File: src/hdl/bcdrtc_pkg.sv
// ---------------------------------------------------------------------------
// bcdrtc_pkg
// Shared types, register map and constants of the BCD real-time clock.
// ---------------------------------------------------------------------------
package bcdrtc_pkg;

  // default timing: 64 Hz period in half microseconds, divide-by-64 to 1 Hz
  localparam int PERIOD_HALFUS_DEF = 31250;
  localparam int PRESCALE_DEF      = 64;

  localparam int ELAPSED_W = 16;
  localparam int DATA_W    = 8;
  localparam int ADDR_W    = 4;
  localparam int DIGIT_W   = 4;

  // command codes
  localparam logic [1:0] CMD_TICK  = 2'd0;
  localparam logic [1:0] CMD_READ  = 2'd1;
  localparam logic [1:0] CMD_WRITE = 2'd2;

  // register map
  localparam logic [ADDR_W-1:0] REG_SEC_UNITS = 4'h0;
  localparam logic [ADDR_W-1:0] REG_SEC_TENS  = 4'h1;
  localparam logic [ADDR_W-1:0] REG_MIN_UNITS = 4'h2;
  localparam logic [ADDR_W-1:0] REG_MIN_TENS  = 4'h3;
  localparam logic [ADDR_W-1:0] REG_HR_UNITS  = 4'h4;
  localparam logic [ADDR_W-1:0] REG_HR_TENS   = 4'h5;
  localparam logic [ADDR_W-1:0] REG_CTRL_D    = 4'hD;
  localparam logic [ADDR_W-1:0] REG_CTRL_E    = 4'hE;
  localparam logic [ADDR_W-1:0] REG_CTRL_F    = 4'hF;

  // control register bits
  localparam logic [DATA_W-1:0] CE_MASK_MASK = 8'h01;
  localparam logic [DATA_W-1:0] CE_STND_MASK = 8'h02;
  localparam logic [DATA_W-1:0] CF_REST_MASK = 8'h01;
  localparam logic [DATA_W-1:0] CD_IRQ_MASK  = 8'h04;
  localparam logic [DATA_W-1:0] CE_RESET     = CE_MASK_MASK;

  // last value of a decimal digit and of a tens-of-sixty digit
  localparam logic [3:0] DEC_LAST  = 4'd9;
  localparam logic [2:0] SEXA_LAST = 3'd5;

  typedef struct packed {
    logic [1:0]           command;
    logic [ADDR_W-1:0]    address;
    logic [DATA_W-1:0]    write_data;
    logic [ELAPSED_W-1:0] elapsed_halfus;
  } req_t;

  typedef struct packed {
    logic [DIGIT_W-1:0] read_data;
    logic               irq_level;
  } rsp_t;

  // control from the register logic to the timekeeper
  typedef struct packed {
    logic                 tick;
    logic                 hold;
    logic                 clear;
    logic [ELAPSED_W-1:0] elapsed;
  } tk_ctrl_t;

  // timekeeper status: period events and the digit registers
  typedef struct packed {
    logic       half_hit;
    logic       period_hit;
    logic [3:0] sec_units;
    logic [2:0] sec_tens;
    logic [3:0] min_units;
    logic [2:0] min_tens;
    logic [3:0] hr_units;
    logic [1:0] hr_tens;
  } tk_status_t;

endpackage

File: src/hdl/bcdrtc_timekeeper.sv
// ---------------------------------------------------------------------------
// bcdrtc_timekeeper
// Half-microsecond accumulator, prescaler and BCD time-of-day counters.
// ---------------------------------------------------------------------------
module bcdrtc_timekeeper #(
  parameter int PERIOD_HALFUS = bcdrtc_pkg::PERIOD_HALFUS_DEF,
  parameter int PRESCALE      = bcdrtc_pkg::PRESCALE_DEF
) (
  input  logic                   clk,
  input  logic                   rst,
  input  bcdrtc_pkg::tk_ctrl_t   ctrl,
  output bcdrtc_pkg::tk_status_t status
);
  import bcdrtc_pkg::*;

  // accumulator always stays below the period between ticks
  localparam int ACC_W = $clog2(PERIOD_HALFUS);
  localparam int SUM_W = $clog2(PERIOD_HALFUS + (1 << ELAPSED_W));
  localparam int HALF  = PERIOD_HALFUS / 2;
  localparam int PS_W  = (PRESCALE > 1) ? $clog2(PRESCALE) : 1;

  logic [ACC_W-1:0] acc;
  logic [PS_W-1:0]  prescaler;
  logic [3:0]       sec_units;
  logic [2:0]       sec_tens;
  logic [3:0]       min_units;
  logic [2:0]       min_tens;
  logic [3:0]       hr_units;
  logic [1:0]       hr_tens;

  logic [SUM_W-1:0] sum;
  logic             half_hit;
  logic             period_hit;
  logic [PS_W:0]    ps_inc;
  logic             ps_wrap;
  logic             step_sec;
  logic             c_su, c_st, c_mu, c_mt;
  logic             hr_roll;

  // accumulate, held at zero while the reset bit is set
  always_comb begin
    sum        = ctrl.hold ? '0 : SUM_W'(acc) + SUM_W'(ctrl.elapsed);
    half_hit   = sum >= SUM_W'(HALF);
    period_hit = sum >= SUM_W'(PERIOD_HALFUS);
  end

  // prescaler and digit carry chain
  always_comb begin
    ps_inc   = {1'b0, prescaler} + (PS_W+1)'(1);
    ps_wrap  = ps_inc >= (PS_W+1)'(PRESCALE);
    step_sec = ctrl.tick && period_hit && ps_wrap;
    c_su     = step_sec && (sec_units >= DEC_LAST);
    c_st     = c_su && (sec_tens >= SEXA_LAST);
    c_mu     = c_st && (min_units >= DEC_LAST);
    c_mt     = c_mu && (min_tens >= SEXA_LAST);
    hr_roll  = (hr_tens >= 2'd2) && (hr_units >= 4'd3);
  end

  // accumulator and prescaler
  always_ff @(posedge clk) begin
    if (rst) begin
      acc       <= '0;
      prescaler <= '0;
    end else begin
      if (ctrl.clear) begin
        acc <= '0;
      end else if (ctrl.tick) begin
        acc <= period_hit ? '0 : sum[ACC_W-1:0];
      end
      if (ctrl.tick && period_hit) begin
        prescaler <= ps_wrap ? '0 : ps_inc[PS_W-1:0];
      end
    end
  end

  // seconds and minutes
  always_ff @(posedge clk) begin
    if (rst) begin
      sec_units <= '0;
      sec_tens  <= '0;
      min_units <= '0;
      min_tens  <= '0;
    end else begin
      if (step_sec) begin
        sec_units <= c_su ? 4'd0 : sec_units + 4'd1;
      end
      if (c_su) begin
        sec_tens <= c_st ? 3'd0 : sec_tens + 3'd1;
      end
      if (c_st) begin
        min_units <= c_mu ? 4'd0 : min_units + 4'd1;
      end
      if (c_mu) begin
        min_tens <= c_mt ? 3'd0 : min_tens + 3'd1;
      end
    end
  end

  // hours, 23 rolls over to 00
  always_ff @(posedge clk) begin
    if (rst) begin
      hr_units <= '0;
      hr_tens  <= '0;
    end else if (c_mt) begin
      if (hr_roll) begin
        hr_units <= 4'd0;
        hr_tens  <= 2'd0;
      end else if (hr_units >= DEC_LAST) begin
        hr_units <= 4'd0;
        hr_tens  <= (hr_tens >= 2'd2) ? 2'd0 : hr_tens + 2'd1;
      end else begin
        hr_units <= hr_units + 4'd1;
      end
    end
  end

  always_comb begin
    status.half_hit   = half_hit;
    status.period_hit = period_hit;
    status.sec_units  = sec_units;
    status.sec_tens   = sec_tens;
    status.min_units  = min_units;
    status.min_tens   = min_tens;
    status.hr_units   = hr_units;
    status.hr_tens    = hr_tens;
  end

endmodule

File: src/hdl/bcd_real_time_clock_with_irq_core.sv
// ---------------------------------------------------------------------------
// bcd_real_time_clock_with_irq_core
// BCD real-time clock with a level interrupt, driven by tick and bus items.
// ---------------------------------------------------------------------------
// Usage:
//   req channel (req_valid, req_stall, req): one item per transfer, a time
//   tick carrying elapsed half microseconds, a register read or a register
//   write. rsp channel (rsp_valid, rsp_stall, rsp): exactly one result per
//   item, in order, with the read digit (zero for non-reads) and the
//   interrupt level after the item.
//   Path: each item passes the input register, then the result register.
//   Throughput: one item per cycle while rsp_stall does not hold a valid
//   result; the whole update (accumulator add and compare, prescaler, BCD
//   carry chain, register decode) is one pass between the two registers.
//   Stalls: while rsp_stall holds a valid result, the input register keeps
//   its item and req_stall rises only if that register is occupied, so one
//   item can still be taken during a stall.
//   Reset: time, prescaler and accumulator clear, the interrupt is low,
//   control E has its mask bit set and control F is zero. Both channels
//   come out of reset empty.
// ---------------------------------------------------------------------------
module bcd_real_time_clock_with_irq_core #(
  parameter int PERIOD_HALFUS = bcdrtc_pkg::PERIOD_HALFUS_DEF,
  parameter int PRESCALE      = bcdrtc_pkg::PRESCALE_DEF
) (
  input  logic              clk,
  input  logic              rst,
  input  logic              req_valid,
  output logic              req_stall,
  input  bcdrtc_pkg::req_t  req,
  output logic              rsp_valid,
  input  logic              rsp_stall,
  output bcdrtc_pkg::rsp_t  rsp
);
  import bcdrtc_pkg::*;

  logic        stg_valid;
  req_t        stg;
  logic        advance;
  logic        fire;
  logic        is_tick, is_read, is_write;

  logic [DATA_W-1:0] control_e;
  logic [DATA_W-1:0] control_f;
  logic              irq_pending;
  logic              irq_pending_next;
  logic [DIGIT_W-1:0] rd_digit;
  rsp_t              rsp_next;

  tk_ctrl_t   tk_ctrl;
  tk_status_t tk_status;

  // handshake: the result register frees when empty or taken
  assign advance   = !rsp_valid || !rsp_stall;
  assign req_stall = stg_valid && !advance;
  assign fire      = stg_valid && advance;

  // input register
  always_ff @(posedge clk) begin
    if (rst) begin
      stg_valid <= 1'b0;
    end else if (!req_stall) begin
      stg_valid <= req_valid;
    end
  end

  always_ff @(posedge clk) begin
    if (!req_stall) begin
      stg <= req;
    end
  end

  // command decode
  assign is_tick  = stg.command == CMD_TICK;
  assign is_read  = stg.command == CMD_READ;
  assign is_write = stg.command == CMD_WRITE;

  // timekeeper control
  always_comb begin
    tk_ctrl.tick    = fire && is_tick;
    tk_ctrl.hold    = (control_f & CF_REST_MASK) != '0;
    tk_ctrl.clear   = fire && is_write && (stg.address == REG_CTRL_F) &&
                      ((stg.write_data & CF_REST_MASK) != '0);
    tk_ctrl.elapsed = stg.elapsed_halfus;
  end

  bcdrtc_timekeeper #(
    .PERIOD_HALFUS (PERIOD_HALFUS),
    .PRESCALE      (PRESCALE)
  ) u_timekeeper (
    .clk    (clk),
    .rst    (rst),
    .ctrl   (tk_ctrl),
    .status (tk_status)
  );

  // interrupt level update
  always_comb begin
    irq_pending_next = irq_pending;
    if (is_tick) begin
      if (tk_status.half_hit && ((control_e & CE_STND_MASK) == '0)) begin
        irq_pending_next = 1'b0;
      end
      if (tk_status.period_hit && ((control_e & ~CE_STND_MASK) == '0)) begin
        irq_pending_next = 1'b1;
      end
    end else if (is_write && (stg.address == REG_CTRL_D) &&
                 ((stg.write_data & CD_IRQ_MASK) == '0)) begin
      irq_pending_next = 1'b0;
    end
  end

  // digit register read
  always_comb begin
    case (stg.address)
      REG_SEC_UNITS: rd_digit = tk_status.sec_units;
      REG_SEC_TENS:  rd_digit = DIGIT_W'(tk_status.sec_tens);
      REG_MIN_UNITS: rd_digit = tk_status.min_units;
      REG_MIN_TENS:  rd_digit = DIGIT_W'(tk_status.min_tens);
      REG_HR_UNITS:  rd_digit = tk_status.hr_units;
      REG_HR_TENS:   rd_digit = DIGIT_W'(tk_status.hr_tens);
      default:       rd_digit = '0;
    endcase
  end

  always_comb begin
    rsp_next.read_data = is_read ? rd_digit : '0;
    rsp_next.irq_level = irq_pending_next;
  end

  // control registers and interrupt
  always_ff @(posedge clk) begin
    if (rst) begin
      control_e   <= CE_RESET;
      control_f   <= '0;
      irq_pending <= 1'b0;
    end else if (fire) begin
      irq_pending <= irq_pending_next;
      if (is_write && (stg.address == REG_CTRL_E)) begin
        control_e <= stg.write_data;
      end
      if (is_write && (stg.address == REG_CTRL_F)) begin
        control_f <= stg.write_data;
      end
    end
  end

  // result register
  always_ff @(posedge clk) begin
    if (rst) begin
      rsp_valid <= 1'b0;
    end else if (advance) begin
      rsp_valid <= stg_valid;
    end
  end

  always_ff @(posedge clk) begin
    if (fire) begin
      rsp <= rsp_next;
    end
  end

  // the shown level always tracks the interrupt state
  a_irq_tracks: assert property (@(posedge clk) disable iff (rst)
    rsp_valid |-> (rsp.irq_level == irq_pending))
    else $error("result interrupt level differs from interrupt state");

  // a control D write with the flag clear lowers the interrupt
  a_irq_ack: assert property (@(posedge clk) disable iff (rst)
    (fire && is_write && (stg.address == REG_CTRL_D) &&
     ((stg.write_data & CD_IRQ_MASK) == '0)) |=> !irq_pending)
    else $error("interrupt not lowered by control D write");

  // time digits stay in legal BCD ranges
  a_digits_legal: assert property (@(posedge clk) disable iff (rst)
    (tk_status.sec_units <= DEC_LAST) && (tk_status.sec_tens <= SEXA_LAST) &&
    (tk_status.min_units <= DEC_LAST) && (tk_status.min_tens <= SEXA_LAST) &&
    (tk_status.hr_units <= DEC_LAST) &&
    ((tk_status.hr_tens < 2'd2) || (tk_status.hr_units <= 4'd3)))
    else $error("time digits out of range");

endmodule
File: config.mk
export PLATFORM = sky130hd
export DESIGN_NAME = bcd_real_time_clock_with_irq_core
export DESIGN_NICKNAME = d
export VERILOG_FILES = /design/src/hdl/bcdrtc_pkg.sv /design/src/hdl/bcdrtc_timekeeper.sv /design/src/hdl/bcd_real_time_clock_with_irq_core.sv
export SDC_FILE = /design/constraint.sdc
export NUM_CORES = 1
export LEC_CHECK = 0
export BUFFER_PORTS_ARGS = -buffer_cell sky130_fd_sc_hd__buf_2
export CAP_MARGIN = 20
export CORE_ASPECT_RATIO = 0.5
export CORE_MARGIN = 4
export CORE_UTILIZATION = 59
export DETAILED_ROUTE_END_ITERATION = 12
export HOLD_SLACK_MARGIN = 0.03
export PLACE_DENSITY = 0.79
export SYNTH_ARGS = -nofsm -noshare
export SYNTH_HDL_FRONTEND = slang
export SYNTH_SLANG_ARGS = --single-unit
File: constraint.sdc
create_clock -name clk -period 3.8 [get_ports clk]
set_input_delay 0.76 -clock clk [delete_from_list [all_inputs] [get_ports clk]]
set_output_delay 0.76 -clock clk [all_outputs]
set_load 0.05 [all_outputs]
==> qor.yml, run 1 <==
logic_synthesis:
  synthCells: 487
  yosys.area_share.simple_pct: 18.83
  synth_xor_area_share_pct: 1.104
  synth_compound_area_share_pct: 18.88
  synthDistinctLibCells: 69
  synth_adder_area_share_pct: 8.046
  yosysWarnings: 0
  synth.avg_cell_area_um2: 9.771
  synth_top_family_by_area: "compound AO/OA/AOI/OAI gates"
  synth-seq-area-share_pct: 44.39
  syn-cell-area_um2: 4758
  ys_ff_latch: 88
  async_flop_share_pct: 0
  muxShareOfSynthArea_pct: 5.680
  synth-edff-count: 35
  synth_flop_cell: "dfxtp_1"
  syn_nets: 551
global_route:
  grt_pass1_vias: 3602
  met2_usage_pct: 35.81
  met3_usage_pct: 5.189
  grt_pass1_wl_um: 17190
  busiest_layer: "met2"
  antenna_found_initial: 0
  grt_overflow: 0
  grt_util_met1_pct: 29.78
  grt_use_total_pct: 21.97
  grt_max_degree: 35
run:
  cap_violations: 0
place:
  portBuffers: 40
  post-dp-hpwl_um: 7319
  gp_congestion: 0.8997
sta:
  fin_crit_sh_pct: 92.12
  maxSlewViolCount: 0
  maxSlewHeadroom_pct: 45.59
  rsz0062_at_grt: "false"
  hold_viol: 0
  final-setup-viol-count: 0
  fmax_mhz: 285.7
  tightest_slew_ns: 0.8131
  finalClockSkew_ns: 0.007465
  finalCriticalPeriod_ns: 3.501
  final.setup.tns_ns: 0
layout:
  area_growth_pct: 13.20
  layout_commonest_cell: "dfxtp_1"
  layout_common_cells: "dfxtp_1, nor2_1, buf_2"
  drive_above_1_share_pct: 15.07
  antenna_cells: 0
  layout.nets: 590
cts:
  cts_max_level: 3
  clock_latency_ns: 0.34
  numCtsBuffers: 9
  clock_path_buffers: 2
  root_buffer: "clkbuf_16"
  clock_sinks: 88
  cts_tree: "yes"
  path_clk_slew_ns: 0.06
routing:
  wl_um: 10510
  ant_nets: 0
  vias_per_cell: 6.106
  first_pass_iters: 5
  num_vias: 3902
  drt_iter0_drc: 243
  avgRoutedWirePerCell_um: 16.45
  drc_errors: 0
critical_path:
  crit_path_max_incr_delay_ns: 0.52
  cpMaxStageDelayCell: "or4_1"
  end_kind: "register"
  crit_type: "reg2reg"
  crit_chain: "ha_1, fa_1, a211oi_4, o21ai_2, nor4b_2, nor4b_4, a211oi_2, a32oi_1, buf_12, or4_1, a32o_1"
  critPathArrivalTime_ns: 3.73
  critPathRequiredTime_ns: 4.03
  start_kind: "register"
  path_max_fanout: 30
pwr:
  p_total_w: 0.002071
  vdd_drop_max_v: 0.0002878
  p_leak_nw: 2.073
  powerDensity_nw_per_um2: 384.5
floorplanning:
  fp.dieArea_um2: 9653
  core_um2: 7570
  start_util_pct: 62.86
  dieHeight_um: 71.50
  die_w_um: 135.0
  fp-row-count: 22
  ios: 41
run_status:
  status: "complete, no violations"
min_path:
  worstHoldPathType: "reg2reg"
[final timing paths]
| check | start | end | slack, ns | depth (start not counted) |
|---|---|---|---|---|
| min reg2reg | u_timekeeper.acc[4]$_SDFFE_PP0P_ | u_timekeeper.acc[4]$_SDFFE_PP0P_ | 0.47 | 2 |
| min | u_timekeeper.acc[4]$_SDFFE_PP0P_ | u_timekeeper.acc[4]$_SDFFE_PP0P_ | 0.47 | 2 |
| max reg2reg | stg[0]$_DFFE_PN_ | u_timekeeper.sec_tens[2]$_SDFFE_PP0N_ | 0.30 | 11 |
| max | stg[0]$_DFFE_PN_ | u_timekeeper.sec_tens[2]$_SDFFE_PP0N_ | 0.30 | 11 |
[cells in the mapped netlist, types with 2 or more instances]
| cell | number | share of area, % |
|---|---|---|
| inv_1 | 18 | 1.4 |
| o31a_1 | 2 | 0.37 |
| edfxtp_1 | 35 | 22 |
| a21boi_0 | 3 | 0.47 |
| mux2_2 | 4 | 0.95 |
| a31o_2 | 2 | 0.37 |
| dfxtp_1 | 53 | 22 |
| nand3_1 | 18 | 1.9 |
| xnor2_1 | 2 | 0.37 |
| nand2_1 | 36 | 2.8 |
| or3_1 | 3 | 0.39 |
| nor2_1 | 49 | 3.9 |
| and4_1 | 2 | 0.37 |
| xor2_1 | 4 | 0.74 |
| and3_1 | 7 | 0.92 |
| nand2b_1 | 2 | 0.26 |
| a211oi_2 | 2 | 0.53 |
| o211ai_1 | 7 | 1.1 |
| ha_1 | 29 | 7.6 |
| buf_2 | 3 | 0.32 |
| clkbuf_1 | 15 | 1.2 |
| o311a_1 | 3 | 0.63 |
| nand4_1 | 10 | 1.3 |
| nor4_1 | 3 | 0.39 |
| nor3_1 | 14 | 1.5 |
| o31ai_1 | 5 | 0.79 |
| nor3b_1 | 3 | 0.47 |
| buf_1 | 2 | 0.16 |
| a31oi_1 | 4 | 0.53 |
| a21oi_1 | 36 | 3.8 |
| or4_1 | 5 | 0.79 |
| nor2b_1 | 5 | 0.66 |
| a22oi_1 | 4 | 0.63 |
| o21ai_0 | 22 | 2.3 |
| and2_1 | 4 | 0.53 |
| o22a_1 | 2 | 0.37 |
| mux2i_1 | 18 | 3.8 |
| mux4_2 | 2 | 0.95 |
| a22o_1 | 11 | 2.0 |
| o21a_1 | 5 | 0.79 |
| a21o_1 | 3 | 0.47 |
| nor4b_1 | 3 | 0.55 |
[layout make-up]
cell class / instances / area [µm²]
multi-input combinational: 361 / 2506
fill: 587 / 2183
sequential: 88 / 2112
timing repair buffer: 48 / 272.8
clock buffer: 14 / 254.0
tap: 108 / 135.1
inverter: 18 / 67.56
clock inverter: 2 / 38.79
[routing by layer]
| layer | part of all wire, % | up-vias | wire, µm |
|---|---|---|---|
| li1 | - | 1913 | - |
| met1 | 47 | 1859 | 4932 |
| met2 | 46 | 112 | 4875 |
| met3 | 5.2 | 18 | 550 |
| met4 | 1.5 | 0 | 153 |
| met5 | 0 | - | 0 |
[where the power goes]
part / switching (W) / internal [W]
sequential: 0.0000176 / 0.00101
clock: 0.000346 / 0.000530
combinational: 0.000107 / 0.0000640
[flip-flops by register name (all words and copies together) (netlist names), 4 cells and up]
name and count:
control_e 8, rsp 5, stg 30, u_timekeeper.acc 15, u_timekeeper.hr_units 4, u_timekeeper.min_units 4
u_timekeeper.prescaler 6, u_timekeeper.sec_units 4
[metrics by stage]
| step | hold WS (ns) | util (%) | cells | setup WS [ns] | instance area, µm² |
|---|---|---|---|---|---|
| after floorplan | 0.4356 | - | 487 | 0.5858 | 4758 |
| after global placement | 0.4577 | 67.21 | 623 | 0.2834 | 5087 |
| after detailed placement | 0.4581 | 67.21 | 623 | 0.1818 | 5087 |
| after CTS | 0.4663 | 71.07 | 639 | 0.1689 | 5380 |
| after global routing | 0.4996 | 71.16 | 639 | 0.05989 | 5386 |
| final | 0.4677 | 71.16 | 639 | 0.2993 | 5386 |
[worst max-delay path: cells and delay by family (launching register included)]
| family | cells | cell delay [ns] |
|---|---|---|
| AOI/OAI and AO/OA | 5 | 1.16 |
| adders and majority gates | 2 | 0.70 |
| buffers and inverters | 1 | 0.20 |
| DFF | 1 | 0.38 |
| and+or+nand+nor | 3 | 0.95 |
[kinds of logic (layout without fill, tap and decap cells)]
logic type | count (synthesis) | count (layout)
buf+inv | 38 | 82
simple gates | 172 | 172
mux | 24 | 24
xor+xnor | 6 | 6
flops | 88 | 88
compound gates | 129 | 129
fa+ha+maj | 30 | 30
[timing repair]
item | CTS | global route
hold buffers | 0 | 0
resized for setup | 0 | 1
buffers inserted | 0 | 0
endpoints found under the setup margin | 0 | 6
Power figures use the tool's default switching activity.
==> run 2: changes to the inputs <==
--- a/config.mk
+++ b/config.mk
@@ -12,7 +12,7 @@
 export CORE_UTILIZATION = 59
 export DETAILED_ROUTE_END_ITERATION = 12
 export HOLD_SLACK_MARGIN = 0.03
-export PLACE_DENSITY = 0.79
+export PLACE_DENSITY_LB_ADDON = 0.25
 export SYNTH_ARGS = -nofsm -noshare
 export SYNTH_HDL_FRONTEND = slang
 export SYNTH_SLANG_ARGS = --single-unit
==> run 2 against run 1 <==
Global-route usage grew 0.65 points. Clock power shrank 6.8%. Sequential share of layout area grew 0.24 points. Critical endpoint unchanged. Largest power group unchanged. Core utilization shrank 0.43 points. First-iteration DRC count grew 28%.
==> qor.yml, run 2 (synthesized netlist as in run 1, its figures left out) <==
place:
  gp_congestion: 0.9333  # +3.7%
  portBuffers: 40  # unchanged
  post-dp-hpwl_um: 7335  # +0.21%
  place_ws_ns: 0.1778  # -0.004048 ns
routing:
  first_pass_iters: 5  # unchanged
  wl_um: 10430  # -0.75%
  num_vias: 3892  # -0.26%
  drt_iter0_drc: 312  # +28%
  avgRoutedWirePerCell_um: 16.35  # -0.60%
  vias_per_cell: 6.100  # about the same
  drc_errors: 0  # unchanged
  ant_nets: 0  # unchanged
global_route:
  grt_max_degree: 36  # +2.9%
  grt_use_total_pct: 22.62  # +0.65 points
  antenna_found_initial: 0  # unchanged
  grt_pass1_wl_um: 17480  # +1.7%
  grt_pass1_vias: 3633  # +0.86%
  grt_overflow: 0  # unchanged
floorplanning:
  dieHeight_um: 71.50  # unchanged
  fp.dieArea_um2: 9653  # unchanged
  fp-row-count: 22  # unchanged
  core_um2: 7570  # unchanged
  start_util_pct: 62.86  # unchanged
  die_w_um: 135.0  # unchanged
  ios: 41  # unchanged
layout:
  area_growth_pct: 12.52
  regMostFlops: "stg"
  layout_common_cells: "dfxtp_1, nor2_1, buf_2"
  drive_above_1_share_pct: 15.28  # +0.22 points
  largest_reg_flops: 30  # unchanged
  layout.nets: 589  # -0.17%
  layout_commonest_cell: "dfxtp_1"
  utilization_pct: 70.73  # -0.43 points
  reg_top3: "stg x30, u_timekeeper.acc x15, control_e x8"
  antenna_cells: 0  # unchanged
cts:
  clock_path_buffers: 2  # unchanged
  clock_latency_ns: 0.34  # about the same
  cts_hold_buf: 0  # unchanged
  clock_sinks: 88  # unchanged
  path_clk_slew_ns: 0.06  # about the same
  numCtsBuffers: 9  # unchanged
  root_buffer: "clkbuf_16"
  ctsResizeCount: 0  # unchanged
  cts_tree: "yes"
  cts_setup_buffers: 0  # unchanged
  cts_max_level: 3  # unchanged
critical_path:
  r2r_end: "u_timekeeper.sec_tens[2]$_SDFFE_PP0N_"
  crit_family: "compound AO/OA/AOI/OAI gates"
  timing.rr.start: "stg[0]$_DFFE_PN_"
  crit_path_max_incr_delay_ns: 0.54  # +0.02 ns
  critPathBufInv: 1  # unchanged
  critical_path_depth: 11  # unchanged
  r2r_cells: 11  # unchanged
  cpMaxStageDelayCell: "or4_1"
  path_max_fanout: 30  # unchanged
  critPathRequiredTime_ns: 4.03  # about the same
  end_kind: "register"
  endpoint: "u_timekeeper.sec_tens[2]$_SDFFE_PP0N_"
  critPathLaunch: "stg[0]$_DFFE_PN_"
  crit_chain: "ha_1, fa_1, a211oi_4, o21ai_2, nor4b_2, nor4b_4, a211oi_2, a32oi_1, buf_12, or4_1, a32o_1"
  crit_type: "reg2reg"
  critPathArrivalTime_ns: 3.78  # +0.05 ns
  start_kind: "register"
  rrSetupSlack_ns: 0.25  # -0.05 ns
sta:
  final.setup.tns_ns: 0  # unchanged
  finalClockSkew_ns: 0.004823  # -0.002642 ns
  tightest_slew_ns: 0.8371  # +0.02406 ns
  maxSlewViolCount: 0  # unchanged
  maxSlewHeadroom_pct: 43.98  # -1.6 points
  rsz0062_at_grt: "false"
  hold_viol: 0  # unchanged
  final-setup-viol-count: 0  # unchanged
  worst_slack_ns: 0.2517  # -0.04762 ns
  fmax_mhz: 281.8  # -1.3%
  finalCriticalPeriod_ns: 3.548  # +0.04762 ns
  fin_crit_sh_pct: 93.38  # +1.3 points
pwr:
  p_leak_nw: 2.063  # -0.45%
  switchingPower_w: 0.0004806  # +2.0%
  p_total_w: 0.002008  # -3.0%
  p_seq_share_pct: 51.0  # +1.6 points
  power_frac_clock_pct: 40.6  # -1.7 points
  powerDensity_nw_per_um2: 375.1  # -2.4%
  power.share.switching_pct: 23.93  # +1.2 points
  pwr-share-comb_pct: 8.4  # about the same
  vdd_drop_max_v: 0.0002308  # -20%
  p_int_w: 0.001528  # -4.5%
run:
  cap_violations: 0  # unchanged
run_status:
  status: "complete, no violations"
min_path:
  worstHoldPathType: "reg2reg"
run 2: changes by cell type in the layout (fill, tap and decap cells not counted):
cell / delta
buf_4: -1
clkinv_4: -1
inv_4: +1
clkinv_2: +3
clkbuf_1: -2
bufinv_16: -1
run 2: cell type report:
class | count | area, µm²
sequential | 88 | 2112
clock buffer | 12 | 246.5
inverter | 18 | 67.56
timing repair buffer | 47 | 265.3
tap | 108 | 135.1
multi-input combinational | 361 | 2506
clock inverter | 4 | 21.27
fill | 576 | 2216
run 2: metrics by stage:
stage	cells	cell area [µm²]	hold slack [ns]
6_report	638	5354	0.4719
5_1_grt	638	5354	0.5120
4_1_cts	638	5348	0.4762
3_5_place_dp	622	5080	0.4674
3_3_place_gp	622	5080	0.4621
2_1_floorplan	487	4758	0.4356
run 2: worst register-to-register path, stage by stage (launching register included):
cell and delay (ns):
edfxtp_1 0.37, ha_1 0.24, fa_1 0.45, a211oi_4 0.29
o21ai_2 0.17, nor4b_2 0.35, nor4b_4 0.11, a211oi_2 0.25
a32oi_1 0.19, buf_12 0.20, or4_1 0.55, a32o_1 0.28
run 2: power by group through the flow:
stage	Clock [W]	Combinational (W)	Sequential, W
after floorplan	0	0.000111	0.00104
after global placement	0	0.000163	0.00104
after detailed placement	0	0.000166	0.00104
after CTS	0.000826	0.000167	0.00102
after global routing	0.000871	0.000185	0.00103
final	0.000816	0.000169	0.00102
run 2: per-layer routing:
metal  vias to the layer above  global-route usage [%]  share of wire (%)
met4                         0                   8.045                2.2
met2                       134                   34.75                 45
li1                       1912                       -                  -
met5                         -                       0                  0
met1                      1817                   30.96                 46
met3                        29                   6.381                6.8
run 2: worst min-delay path by stage:
stage / start / end / slack [ns] / cells past startpoint
after floorplan: u_timekeeper.acc[9]$_SDFFE_PP0P_ / u_timekeeper.acc[9]$_SDFFE_PP0P_ / 0.44 / 2
after global placement: u_timekeeper.acc[4]$_SDFFE_PP0P_ / u_timekeeper.acc[4]$_SDFFE_PP0P_ / 0.46 / 2
after detailed placement: u_timekeeper.acc[4]$_SDFFE_PP0P_ / u_timekeeper.acc[4]$_SDFFE_PP0P_ / 0.47 / 2
after CTS: u_timekeeper.acc[4]$_SDFFE_PP0P_ / u_timekeeper.acc[4]$_SDFFE_PP0P_ / 0.48 / 2
after global routing: u_timekeeper.acc[4]$_SDFFE_PP0P_ / u_timekeeper.acc[4]$_SDFFE_PP0P_ / 0.51 / 2
final: u_timekeeper.acc[4]$_SDFFE_PP0P_ / u_timekeeper.acc[4]$_SDFFE_PP0P_ / 0.47 / 2
==> run 3: changes to the inputs <==
--- a/config.mk
+++ b/config.mk
@@ -8,8 +8,9 @@
 export BUFFER_PORTS_ARGS = -buffer_cell sky130_fd_sc_hd__buf_2
 export CAP_MARGIN = 20
 export CORE_ASPECT_RATIO = 0.5
-export CORE_MARGIN = 4
+export CORE_MARGIN = 10
 export CORE_UTILIZATION = 59
+export CTS_BUF_LIST = sky130_fd_sc_hd__clkbuf_4
 export DETAILED_ROUTE_END_ITERATION = 12
 export HOLD_SLACK_MARGIN = 0.03
 export PLACE_DENSITY_LB_ADDON = 0.25
==> run 3 against run 2 <==
First-iteration DRC count is 9.0% lower. Die area is 27% higher. Sequential share of layout area is 0.92 points higher. Wire length is 0.35% lower. Total power is 14% lower. Worst hold slack worse by 0.0073 ns. Combinational power hardly changed. Critical path depth is 1 lower. Critical path type unchanged. Critical endpoint unchanged. Highest routed layer unchanged.
==> qor.yml, run 3 (synthesized netlist as in run 1, its figures left out) <==
run_status:
  status: "complete, no violations"
routing:
  vias_per_cell: 5.977  # -2.0%
  wl_um: 10400  # -0.35%
  ant_nets: 0  # unchanged
  avgRoutedWirePerCell_um: 16.19  # -0.97%
  first_pass_iters: 5  # unchanged
  drc_errors: 0  # unchanged
  drt_iter0_drc: 284  # -9.0%
  num_vias: 3837  # -1.4%
layout:
  layout_commonest_cell: "dfxtp_1"
  antenna_cells: 0  # unchanged
  layout.nets: 589  # unchanged
  drive_above_1_share_pct: 15.47  # +0.19 points
  nFillCells: 648  # +13%
  largest_reg_flops: 30  # unchanged
  area_growth_pct: 9.940
  regMostFlops: "stg"
  reg_top3: "stg x30, u_timekeeper.acc x15, control_e x8"
  seq_area_um2: 2112  # unchanged
  multi_input_area_um2: 2506  # unchanged
  utilization_pct: 66.10  # -4.6 points
  layout_common_cells: "dfxtp_1, nor2_1, buf_2"
sta:
  rsz0062_at_grt: "false"
  final-setup-viol-count: 0  # unchanged
  final.setup.tns_ns: 0  # unchanged
  hold_viol: 0  # unchanged
  fmax_mhz: 279.9  # -0.67%
  maxSlewViolCount: 0  # unchanged
  finalClockSkew_ns: 0.01757  # +0.01274 ns
  maxSlewHeadroom_pct: 46.82  # +2.8 points
  tightest_slew_ns: 0.7947  # -0.04244 ns
  fin_crit_sh_pct: 94.01  # +0.63 points
  finalCriticalPeriod_ns: 3.572  # +0.02396 ns
floorplanning:
  start_util_pct: 60.13  # -2.7 points
  fp-row-count: 23  # +4.5%
  fp.dieArea_um2: 12270  # +27%
  ios: 41  # unchanged
  core_um2: 7914  # +4.5%
  dieHeight_um: 83.50  # +17%
  die_w_um: 147.0  # +8.9%
cts:
  clock_path_buffers: 2  # unchanged
  numCtsBuffers: 9  # unchanged
  cts_tree: "yes"
  cts_max_level: 3  # unchanged
  path_clk_slew_ns: 0.14  # +0.08 ns
  clock_latency_ns: 0.46  # +0.12 ns
  clock_sinks: 88  # unchanged
  root_buffer: "clkbuf_4"
critical_path:
  r2r_cells: 10  # -1
  critPathRequiredTime_ns: 4.17  # +0.14 ns
  end_kind: "register"
  start_kind: "register"
  path_max_fanout: 30  # unchanged
  crit_type: "reg2reg"
  critPathArrivalTime_ns: 3.94  # +0.16 ns
min_path:
  whs_path_depth: 1  # -1
  worstHoldPathType: "in2reg"
place:
  portBuffers: 40  # unchanged
  post-dp-hpwl_um: 7477  # +1.9%
  gp_congestion: 0.8870  # -5.0%
run:
  cap_violations: 0  # unchanged
global_route:
  grt_max_degree: 35  # -2.8%
  grt_overflow: 0  # unchanged
  grt_pass1_vias: 3647  # +0.39%
  grt_pass1_wl_um: 17570  # +0.47%
  grt_use_total_pct: 17.10  # -5.5 points
  antenna_found_initial: 0  # unchanged
pwr:
  vdd_drop_max_v: 0.0001750  # -24%
  p_leak_nw: 1.997  # -3.2%
  powerDensity_nw_per_um2: 329.9  # -12%
run 3: per-stage QoR:
step | std cells | instance area [µm²] | total power [W] | setup WS (ns) | hold slack, ns
3_3_place_gp | 626 | 5085 | 0.001207 | 0.2803 | 0.4600
4_1_cts | 642 | 5225 | 0.001736 | 0.1838 | 0.4338
3_5_place_dp | 626 | 5085 | 0.001210 | 0.1943 | 0.4601
2_1_floorplan | 487 | 4758 | 0.001154 | 0.5858 | 0.4356
6_report | 642 | 5231 | 0.001726 | 0.2277 | 0.4646
5_1_grt | 642 | 5231 | 0.001793 | 0.1366 | 0.4230
run 3: power by group:
group	internal, W	total [W]	switching, W
logic	0.0000632	0.000169	0.000106
registers	0.00101	0.00102	0.0000174
clock network	0.000214	0.000534	0.000320
total	0.00128	0.00173	0.000443
run 3: cell type report:
type	instances	area share, %
clock buffer	11	1.579
clock inverter	5	1.100
inverter	18	1.292
multi-input combinational	361	47.91
sequential	88	40.37
tap	112	2.679
timing repair buffer	47	5.071
run 3: what timing repair did:
| item | CTS | global route |
|---|---|---|
| endpoints found under the setup margin | 0 | 1 |
| buffers inserted | 0 | 0 |
| resized for setup | 0 | 1 |
| hold buffers | 0 | 0 |
run 3: critical path, cell delays in order, from the launching register on:
cell	delay [ns]
edfxtp_1	0.41
ha_1	0.41
a21oi_1	0.28
nand2_1	0.20
nor4b_1	0.61
nor4b_4	0.15
a211oi_2	0.25
a32oi_1	0.18
buf_12	0.19
or4_1	0.53
a32o_1	0.27
run 3: final timing paths:
| check | startpoint | endpoint | slack, ns |
|---|---|---|---|
| worst max register to register | stg[8]$_DFFE_PN_ | u_timekeeper.sec_tens[2]$_SDFFE_PP0N_ | 0.23 |
| worst max-delay path | stg[8]$_DFFE_PN_ | u_timekeeper.sec_tens[2]$_SDFFE_PP0N_ | 0.23 |
| worst min register to register | u_timekeeper.acc[4]$_SDFFE_PP0P_ | u_timekeeper.acc[4]$_SDFFE_PP0P_ | 0.49 |
| worst min-delay path | req[3] | stg[3]$_DFFE_PN_ | 0.46 |
run 3: layer usage:
metal | wire (µm) | track usage, %
met5 | 0 | 0
met4 | 102 | 5.009
met3 | 494 | 4.437
met2 | 4910 | 27.73
met1 | 4889 | 22.00
